===== src/rtl/core/tcpu_pkg.sv =====
package tcpu_pkg;

    localparam int INSTR_W        = 16;
    localparam int DATA_W         = 16;
    localparam int PC_W           = 8;
    localparam int IMM_W          = 8;
    localparam int REGISTER_COUNT = 8;
    localparam int RADDR_W        = $clog2(REGISTER_COUNT);
    // Depth must be a power of two: the memory index is the low address bits.
    localparam int DATA_WORDS     = 256;
    localparam int DADDR_W        = $clog2(DATA_WORDS);

    // Result fields packed from bit 0 up, padded to whole bytes.
    localparam int RESULT_BITS = PC_W + 1 + 1 + 1 + IMM_W + DATA_W;
    localparam int M_TDATA_W   = ((RESULT_BITS + 7) / 8) * 8;

    typedef enum logic [3:0] {
        OP_MOV = 4'd0,
        OP_ADD = 4'd1,
        OP_SUB = 4'd2,
        OP_AND = 4'd3,
        OP_OR  = 4'd4,
        OP_SL  = 4'd5,
        OP_SR  = 4'd6,
        OP_SRA = 4'd7,
        OP_LDL = 4'd8,
        OP_LDH = 4'd9,
        OP_CMP = 4'd10,
        OP_JE  = 4'd11,
        OP_JMP = 4'd12,
        OP_LD  = 4'd13,
        OP_ST  = 4'd14,
        OP_HLT = 4'd15
    } op_t;

    // Everything one executed instruction changes or reports.
    typedef struct packed {
        logic               rf_we;
        logic [RADDR_W-1:0] rf_waddr;
        logic [DATA_W-1:0]  rf_wdata;
        logic               st_we;
        logic [DADDR_W-1:0] st_addr;
        logic [DATA_W-1:0]  st_data;
        logic [PC_W-1:0]    pc;
        logic               flag;
        logic               halt;
    } exec_t;

    function automatic op_t instr_op(input logic [INSTR_W-1:0] instr);
        return op_t'(instr[14:11]);
    endfunction

    function automatic logic [RADDR_W-1:0] instr_ra(input logic [INSTR_W-1:0] instr);
        return instr[10:8];
    endfunction

    function automatic logic [RADDR_W-1:0] instr_rb(input logic [INSTR_W-1:0] instr);
        return instr[7:5];
    endfunction

    function automatic logic [IMM_W-1:0] instr_imm(input logic [INSTR_W-1:0] instr);
        return instr[7:0];
    endfunction

endpackage


===== src/rtl/core/tcpu_rf.sv =====
module tcpu_rf (
    input  logic                          aclk,
    input  logic                          aresetn,
    input  logic                          rd_en,
    input  logic [tcpu_pkg::RADDR_W-1:0]  rd_addr_a,
    input  logic [tcpu_pkg::RADDR_W-1:0]  rd_addr_b,
    input  logic                          we,
    input  logic [tcpu_pkg::RADDR_W-1:0]  waddr,
    input  logic [tcpu_pkg::DATA_W-1:0]   wdata,
    output logic [tcpu_pkg::DATA_W-1:0]   rd_data_a,
    output logic [tcpu_pkg::DATA_W-1:0]   rd_data_b
);
    import tcpu_pkg::*;

    logic [DATA_W-1:0]         mem_reg [REGISTER_COUNT];
    logic [REGISTER_COUNT-1:0] vld_reg;
    logic [DATA_W-1:0]         rd_a_reg;
    logic [DATA_W-1:0]         rd_b_reg;

    // Unwritten entries read as zero.
    always_ff @(posedge aclk) begin
        if (!aresetn) begin
            vld_reg <= '0;
        end else if (we) begin
            vld_reg[waddr] <= 1'b1;
        end
    end

    // Write-first: a read of the entry being written returns the new value.
    always_ff @(posedge aclk) begin
        if (we) begin
            mem_reg[waddr] <= wdata;
        end
        if (rd_en) begin
            rd_a_reg <= (we && waddr == rd_addr_a) ? wdata :
                        (vld_reg[rd_addr_a] ? mem_reg[rd_addr_a] : '0);
            rd_b_reg <= (we && waddr == rd_addr_b) ? wdata :
                        (vld_reg[rd_addr_b] ? mem_reg[rd_addr_b] : '0);
        end
    end

    assign rd_data_a = rd_a_reg;
    assign rd_data_b = rd_b_reg;

endmodule


===== src/rtl/core/tcpu_dmem.sv =====
module tcpu_dmem (
    input  logic                          aclk,
    input  logic                          aresetn,
    input  logic                          rd_en,
    input  logic [tcpu_pkg::DADDR_W-1:0]  rd_addr,
    input  logic                          we,
    input  logic [tcpu_pkg::DADDR_W-1:0]  waddr,
    input  logic [tcpu_pkg::DATA_W-1:0]   wdata,
    output logic [tcpu_pkg::DATA_W-1:0]   rd_data
);
    import tcpu_pkg::*;

    logic [DATA_W-1:0]     mem_reg [DATA_WORDS];
    logic [DATA_WORDS-1:0] vld_reg;
    logic [DATA_W-1:0]     rd_reg;

    // One valid bit per word; an unwritten word reads as zero.
    always_ff @(posedge aclk) begin
        if (!aresetn) begin
            vld_reg <= '0;
        end else if (we) begin
            vld_reg[waddr] <= 1'b1;
        end
    end

    always_ff @(posedge aclk) begin
        if (we) begin
            mem_reg[waddr] <= wdata;
        end
        if (rd_en) begin
            rd_reg <= (we && waddr == rd_addr) ? wdata :
                      (vld_reg[rd_addr] ? mem_reg[rd_addr] : '0);
        end
    end

    assign rd_data = rd_reg;

endmodule


===== src/rtl/core/tcpu_alu.sv =====
module tcpu_alu (
    input  logic [tcpu_pkg::INSTR_W-1:0] instr,
    input  logic [tcpu_pkg::DATA_W-1:0]  opnd_a,
    input  logic [tcpu_pkg::DATA_W-1:0]  opnd_b,
    input  logic [tcpu_pkg::DATA_W-1:0]  mem_rdata,
    input  logic [tcpu_pkg::PC_W-1:0]    pc,
    input  logic                         flag,
    input  logic                         halted,
    output tcpu_pkg::exec_t              exec
);
    import tcpu_pkg::*;

    op_t              op;
    logic [IMM_W-1:0] imm;

    assign op  = instr_op(instr);
    assign imm = instr_imm(instr);

    always_comb begin
        exec          = '0;
        exec.rf_waddr = instr_ra(instr);
        exec.pc       = pc;
        exec.flag     = flag;
        exec.halt     = halted;
        // Once halted, hold all state and report it unchanged.
        if (!halted) begin
            exec.pc = pc + PC_W'(1);
            case (op)
                OP_MOV: begin
                    exec.rf_we    = 1'b1;
                    exec.rf_wdata = opnd_b;
                end
                OP_ADD: begin
                    exec.rf_we    = 1'b1;
                    exec.rf_wdata = opnd_a + opnd_b;
                end
                OP_SUB: begin
                    exec.rf_we    = 1'b1;
                    exec.rf_wdata = opnd_a - opnd_b;
                end
                OP_AND: begin
                    exec.rf_we    = 1'b1;
                    exec.rf_wdata = opnd_a & opnd_b;
                end
                OP_OR: begin
                    exec.rf_we    = 1'b1;
                    exec.rf_wdata = opnd_a | opnd_b;
                end
                OP_SL: begin
                    exec.rf_we    = 1'b1;
                    exec.rf_wdata = {opnd_a[DATA_W-2:0], 1'b0};
                end
                OP_SR: begin
                    exec.rf_we    = 1'b1;
                    exec.rf_wdata = {1'b0, opnd_a[DATA_W-1:1]};
                end
                OP_SRA: begin
                    exec.rf_we    = 1'b1;
                    exec.rf_wdata = {opnd_a[DATA_W-1], opnd_a[DATA_W-1:1]};
                end
                OP_LDL: begin
                    exec.rf_we    = 1'b1;
                    exec.rf_wdata = {opnd_a[DATA_W-1:IMM_W], imm};
                end
                OP_LDH: begin
                    exec.rf_we    = 1'b1;
                    exec.rf_wdata = {imm, opnd_a[IMM_W-1:0]};
                end
                OP_CMP: begin
                    exec.flag = (opnd_a == opnd_b);
                end
                OP_JE: begin
                    if (flag) begin
                        exec.pc = PC_W'(imm);
                    end
                end
                OP_JMP: begin
                    exec.pc = PC_W'(imm);
                end
                OP_LD: begin
                    exec.rf_we    = 1'b1;
                    exec.rf_wdata = mem_rdata;
                end
                OP_ST: begin
                    exec.st_we   = 1'b1;
                    exec.st_addr = imm[DADDR_W-1:0];
                    exec.st_data = opnd_a;
                end
                OP_HLT: begin
                    exec.halt = 1'b1;
                end
                default: begin
                    exec.halt = 1'b1;
                end
            endcase
        end
    end

endmodule


===== src/rtl/core/teaching_cpu_16bit_execute_core.sv =====
// Execute core of a small 16-bit teaching processor. Each instruction word
// transferred in on the s_ channel is executed and yields exactly one result
// transfer on the m_ channel: the next fetch address, the halt and equality
// flags, and the address and data of a store when the instruction was ST.
// Opcode is instr[14:11] (bit 15 is ignored), register A is instr[10:8],
// register B is instr[7:5], the immediate or memory address is instr[7:0].
// The eight registers and the 256-word data memory read as zero after reset.
// After HLT every later instruction is still answered, but changes nothing.
// Throughput is one instruction per clock cycle with no bubbles while the
// output is not stalled, including back-to-back dependent instructions,
// loads and stores. Operands are read from the register file and data
// memory in the cycle the instruction is taken into the execute register;
// the instruction executes once the output register can take a result, as
// it moves into the output register, where m_tvalid rises. Both storage
// arrays are write-first, so the instruction executing in a cycle hands its
// write straight to the one being read. s_tready falls only while the
// output register is full and m_tready is low.
module teaching_cpu_16bit_execute_core (
    input  logic                           aclk,
    input  logic                           aresetn,
    input  logic                           s_tvalid,
    output logic                           s_tready,
    // [15:0] instr
    input  logic [tcpu_pkg::INSTR_W-1:0]   s_tdata,
    output logic                           m_tvalid,
    input  logic                           m_tready,
    // [7:0] fetch_addr, [8] halted, [9] equal_flag, [10] store_valid,
    // [18:11] store_addr, [34:19] store_data, [39:35] zero
    output logic [tcpu_pkg::M_TDATA_W-1:0] m_tdata
);
    import tcpu_pkg::*;

    logic s_xfer;
    logic x_adv;

    // Execute stage: instruction being executed, its operands already read.
    logic               x_valid_reg;
    logic               x_valid_next;
    logic [INSTR_W-1:0] x_instr_reg;

    // Architectural state.
    logic [PC_W-1:0] pc_reg;
    logic            flag_reg;
    logic            halt_reg;

    // Output register.
    logic                 m_valid_reg;
    logic                 m_valid_next;
    logic [M_TDATA_W-1:0] m_data_reg;
    logic [M_TDATA_W-1:0] m_data_next;

    logic [DATA_W-1:0] opnd_a;
    logic [DATA_W-1:0] opnd_b;
    logic [DATA_W-1:0] mem_rdata;
    exec_t             exec;
    logic [IMM_W-1:0]  s_imm;

    // Advance the execute stage whenever the output register can take a result.
    assign x_adv    = x_valid_reg && (!m_valid_reg || m_tready);
    assign s_tready = !x_valid_reg || x_adv;
    assign s_xfer   = s_tvalid && s_tready;
    assign s_imm    = instr_imm(s_tdata);

    // Operand reads start at the input transfer; writes land as the
    // executing instruction advances.
    tcpu_rf u_rf (
        .aclk      (aclk),
        .aresetn   (aresetn),
        .rd_en     (s_xfer),
        .rd_addr_a (instr_ra(s_tdata)),
        .rd_addr_b (instr_rb(s_tdata)),
        .we        (x_adv && exec.rf_we),
        .waddr     (exec.rf_waddr),
        .wdata     (exec.rf_wdata),
        .rd_data_a (opnd_a),
        .rd_data_b (opnd_b)
    );

    tcpu_dmem u_dmem (
        .aclk    (aclk),
        .aresetn (aresetn),
        .rd_en   (s_xfer),
        .rd_addr (s_imm[DADDR_W-1:0]),
        .we      (x_adv && exec.st_we),
        .waddr   (exec.st_addr),
        .wdata   (exec.st_data),
        .rd_data (mem_rdata)
    );

    tcpu_alu u_alu (
        .instr     (x_instr_reg),
        .opnd_a    (opnd_a),
        .opnd_b    (opnd_b),
        .mem_rdata (mem_rdata),
        .pc        (pc_reg),
        .flag      (flag_reg),
        .halted    (halt_reg),
        .exec      (exec)
    );

    always_comb begin
        x_valid_next = x_valid_reg;
        if (s_xfer) begin
            x_valid_next = 1'b1;
        end else if (x_adv) begin
            x_valid_next = 1'b0;
        end

        m_valid_next = m_valid_reg;
        if (x_adv) begin
            m_valid_next = 1'b1;
        end else if (m_tready) begin
            m_valid_next = 1'b0;
        end

        // Pack the result; store fields are zero unless this was a store.
        m_data_next = M_TDATA_W'({exec.st_data,
                                  IMM_W'(exec.st_addr),
                                  exec.st_we,
                                  exec.flag,
                                  exec.halt,
                                  exec.pc});
    end

    always_ff @(posedge aclk) begin
        if (!aresetn) begin
            x_valid_reg <= 1'b0;
            m_valid_reg <= 1'b0;
            pc_reg      <= '0;
            flag_reg    <= 1'b0;
            halt_reg    <= 1'b0;
        end else begin
            x_valid_reg <= x_valid_next;
            m_valid_reg <= m_valid_next;
            if (x_adv) begin
                pc_reg   <= exec.pc;
                flag_reg <= exec.flag;
                halt_reg <= exec.halt;
            end
        end
    end

    // Payload registers: load on transfer or advance, hold otherwise.
    always_ff @(posedge aclk) begin
        if (s_xfer) begin
            x_instr_reg <= s_tdata;
        end
        if (x_adv) begin
            m_data_reg <= m_data_next;
        end
    end

    assign m_tvalid = m_valid_reg;
    assign m_tdata  = m_data_reg;

endmodule


===== config.mk =====
export PLATFORM = sky130hd
export DESIGN_NAME = teaching_cpu_16bit_execute_core
export DESIGN_NICKNAME = d
export VERILOG_FILES = /design/src/rtl/core/tcpu_pkg.sv /design/src/rtl/core/tcpu_rf.sv /design/src/rtl/core/tcpu_dmem.sv /design/src/rtl/core/tcpu_alu.sv /design/src/rtl/core/teaching_cpu_16bit_execute_core.sv
export SDC_FILE = /design/constraint.sdc
export NUM_CORES = 2
export LEC_CHECK = 0
export BUFFER_PORTS_ARGS = -buffer_cell sky130_fd_sc_hd__buf_2
export CAP_MARGIN = 20
export CORE_UTILIZATION = 65
export CTS_BUF_LIST = sky130_fd_sc_hd__clkbuf_8
export CTS_CLUSTER_SIZE = 24
export DETAILED_ROUTE_END_ITERATION = 8
export PLACE_DENSITY_LB_ADDON = 0.08
export SLEW_MARGIN = 0
export SYNTH_ARGS = -nofsm -noshare
export SYNTH_HDL_FRONTEND = slang
export SYNTH_MEMORY_MAX_BITS = 65536
export SYNTH_SLANG_ARGS = --single-unit

===== constraint.sdc =====
create_clock -name aclk -period 11.8 [get_ports aclk]
set_clock_uncertainty 0.05 [all_clocks]
set_input_delay 0 -clock aclk [delete_from_list [all_inputs] [get_ports aclk]]
set_output_delay 0 -clock aclk [all_outputs]
set_load 0.01 [all_outputs]

==> results.cfg <==
[grt]
gr-usage-all-layers = 0.3258
antenna_found_initial = 26
grt_max_degree = 209
grt_pass1_wl_mm = 644.1
grt_pass1_vias = 92626
grt.overflow.total = 0

[layout]
fin_area_um2 = 199200
nets = 9521
area_growth_pct = 11.10
drive_gt1_frac = 0.2546
finalCoreUtilization = 0.7272
largest_reg_flops = 4096
fillers = 15954

[timing]
maxSlewViolCount = 0
finalHoldViolations = 0
tns_ps = 0
fin_crit_sh = 0.4707
rsz0062_at_grt = no
setup_violations = 0
whs_ps = 110.3
setup_ws_ps = 6246
fin_crit_ps = 5554
fmax_mhz = 180.1
worst_pin_slew_ps = 1398
relSlewSlack = 0.06805

[power]
clkPwrFrac = 0.396
p_int_uw = 24280
p_sw_frac = 0.2260
ir_worst_vdd_v = 0.0001551
p_sw_uw = 7090
power_density_nw_per_um2 = 157.5
p_comb_frac = 0.040
p_seq_frac = 0.565
p_leak_uw = 0.07214

[clocking]
clkLatencyLatePin_ps = 1240
clock-sinks = 4598
cts_made_buffers = 700
cts.htree.levels = 6
cts_tree = yes
cts_buffer_depth = 4
clk_pin_slew_worst_paths_ps = 60
cts-root-buf = clkbuf_8

[critical_path]
cp.arrival_ps = 6580
r2r-start = x_instr_reg[13]
cp_slowest_cell = nor4_1
cp.required_ps = 12830
cp-startpoint = s_tdata[2]
crit_family = buffers and inverters
path_cells = dlygate4sd3_1 > buf_6 > buf_4 > inv_2 > nor2_4 > buf_4 > buf_4 > buf_4 > a21oi_1 > nand2_1 > nand2_1 > nor4_1 > buf_4 > o22a_1 > a22o_1
crit_path_frequent_cell = buf_4
startpoint_type = input pin
cp_max_fo = 42
path_buf_inv = 8
end_kind = flop
max_stage_delay_ps = 940
path_class = in2reg

[route]
via_count = 93330
drc = 0
vias_per_cell = 6.846
dr.pass1.iters = 6
finalWirelength_mm = 452.0
drt.antenna.violating_nets = 0
drt-initial-drc-count = 12342
wire_per_inst_um = 33.16

[die]
core_area_um2 = 273900
dieArea_um2 = 277900
initial_core_util = 0.6545
boundaryPins = 62
rows = 192
die_w_um = 527.1
die_h_um = 527.1

[placed_design]
numPortBuffers = 55
dpl.hpwl_mm = 258.2
dpl_cell_area_um2 = 184900
dpl_worst_slack_ps = 5857
gp_congestion = 0.8694

[synth]
avgSynthCellArea_um2 = 20.41
ys_seq_area_frac = 0.7549
synthFlopType = edfxtp_1
yosysUniqueCellTypes = 78
yosysWarningCount = 0
syn_inst = 8782
syn-cell-area_um2 = 179300
synth_edf_count = 4322
yosys_register_bits = 4598
async_flop_share = 0

[worst_hold_path]
hold_path.class = in2reg
min_from = s_tdata[10]

[run]
maxCapViolations = 0

[run_status]
status = completed
[placed cells by master (no fill, tap or decap), types with 22 or more instances in the layout]
cell type      instances
nand2_1              139
mux4_2              1017
nand3_1               94
dlygate4sd3_1         41
dfxtp_1              276
nand4_1               41
ha_1                  51
o22a_1                22
nor2_1               311
inv_1                314
o21a_1               266
clkinv_2              72
buf_4                372
a22o_1                70
a211oi_1              58
a2111oi_0             24
o22ai_1               69
o221ai_1             131
a22oi_1              209
buf_2                 49
nor2_2                84
clkinv_1             132
a21oi_1              180
edfxtp_1            4322
nor3_1                23
o21ai_0               37
clkbuf_8             762
mux2i_1              400
[synth_stat cells (21+ instances only)]
library cell	n	share of area
buf_2	130	0.0036
nor3_1	25	0.00070
o21a_1	266	0.011
ha_1	51	0.0036
a22oi_1	209	0.0088
buf_1	34	0.00071
a211oi_1	58	0.0024
nand2_1	152	0.0032
dfxtp_1	276	0.031
nor4_1	22	0.00077
nand3b_1	21	0.00088
mux4_2	1017	0.13
o22ai_1	69	0.0024
o21ai_0	37	0.0010
nor2_1	398	0.0083
mux2i_1	400	0.022
a21oi_1	180	0.0050
clkbuf_1	272	0.0057
and2_1	30	0.0010
buf_4	82	0.0034
o22a_1	22	0.0011
edfxtp_1	4322	0.72
nand3_1	98	0.0027
o221ai_1	131	0.0064
inv_1	59	0.0012
a2111oi_0	35	0.0017
a22o_1	70	0.0034
buf_6	34	0.0021
nand4_1	41	0.0014
nor2b_1	24	0.00084
[stage by stage]
stage               cells  total power (uW)
finish              13633             31370
global route        13626             32260
detailed placement  12261             19270
global placement    12254             19260
CTS                 13590             31510
floorplan            8786             18840
[area by class of cell]
type	instances	area, um^2	area share
Multi-Input combinational cell	3572	41370	0.2077
Clock inverter	525	2826	0.01419
Tap cell	3589	4491	0.02255
Timing Repair Buffer	516	4425	0.02222
Inverter	60	225.2	0.001131
Sequential cell	4598	135300	0.6794
Clock buffer	762	10490	0.05266
Antenna cell	11	27.53	0.0001382
[logic make-up (layout without fill, tap and decap cells)]
family | after synthesis | in the layout | share of synthesized area
adder cells (fa/ha/maj) | 53 | 53 | 0.003783
AO/OA/AOI/OAI | 1198 | 1198 | 0.04917
flip-flops | 4598 | 4598 | 0.7549
buffers and inverters | 616 | 1863 | 0.01713
multiplexers | 1436 | 1436 | 0.1523
XOR/XNOR | 17 | 17 | 0.0008307
other | 1 | 16 | 0.00002092
AND/OR/NAND/NOR | 863 | 863 | 0.02190
[power by group through the flow]
stage	Sequential (uW)	Combinational, uW	Clock [uW]
detailed placement	18100	1210	0
global placement	18100	1200	0
CTS	17700	1230	12600
global route	17700	1290	13300
floorplan	18000	798	0
finish	17700	1240	12400
[layer usage]
layer	vias to the layer above	GRT usage	share of wire
li1	38177	-	-
met1	48687	0.4619	0.38
met2	5531	0.4958	0.47
met3	919	0.08188	0.11
met4	16	0.1265	0.041
met5	-	0	0.00028
[path summary, 6_finish.rpt]
| check | end | slack [ps] | cells past startpoint |
|---|---|---|---|
| worst max-delay path | u_dmem.rd_data[4] | 6250 | 15 |
| worst min register to register | u_dmem.vld_reg[77] | 410 | 1 |
| worst max register to register | u_dmem.mem_reg[253][15] | 6610 | 9 |
| worst min-delay path | u_rf.rd_data_a[3] | 110 | 4 |
[worst min-delay path: stages]
cell           delay (ps)
dlygate4sd3_1         530
buf_2                 360
mux2i_1               230
o22ai_1               120
[repair_timing]
action | CTS | global route
hold endpoints to repair | 402 | 0
hold buffers | 42 | 0
endpoints found under the setup margin | 0 | 0
resized for setup | 0 | 0
setup buffers | 0 | 0
No activity file was read; power rests on OpenSTA's default activity.
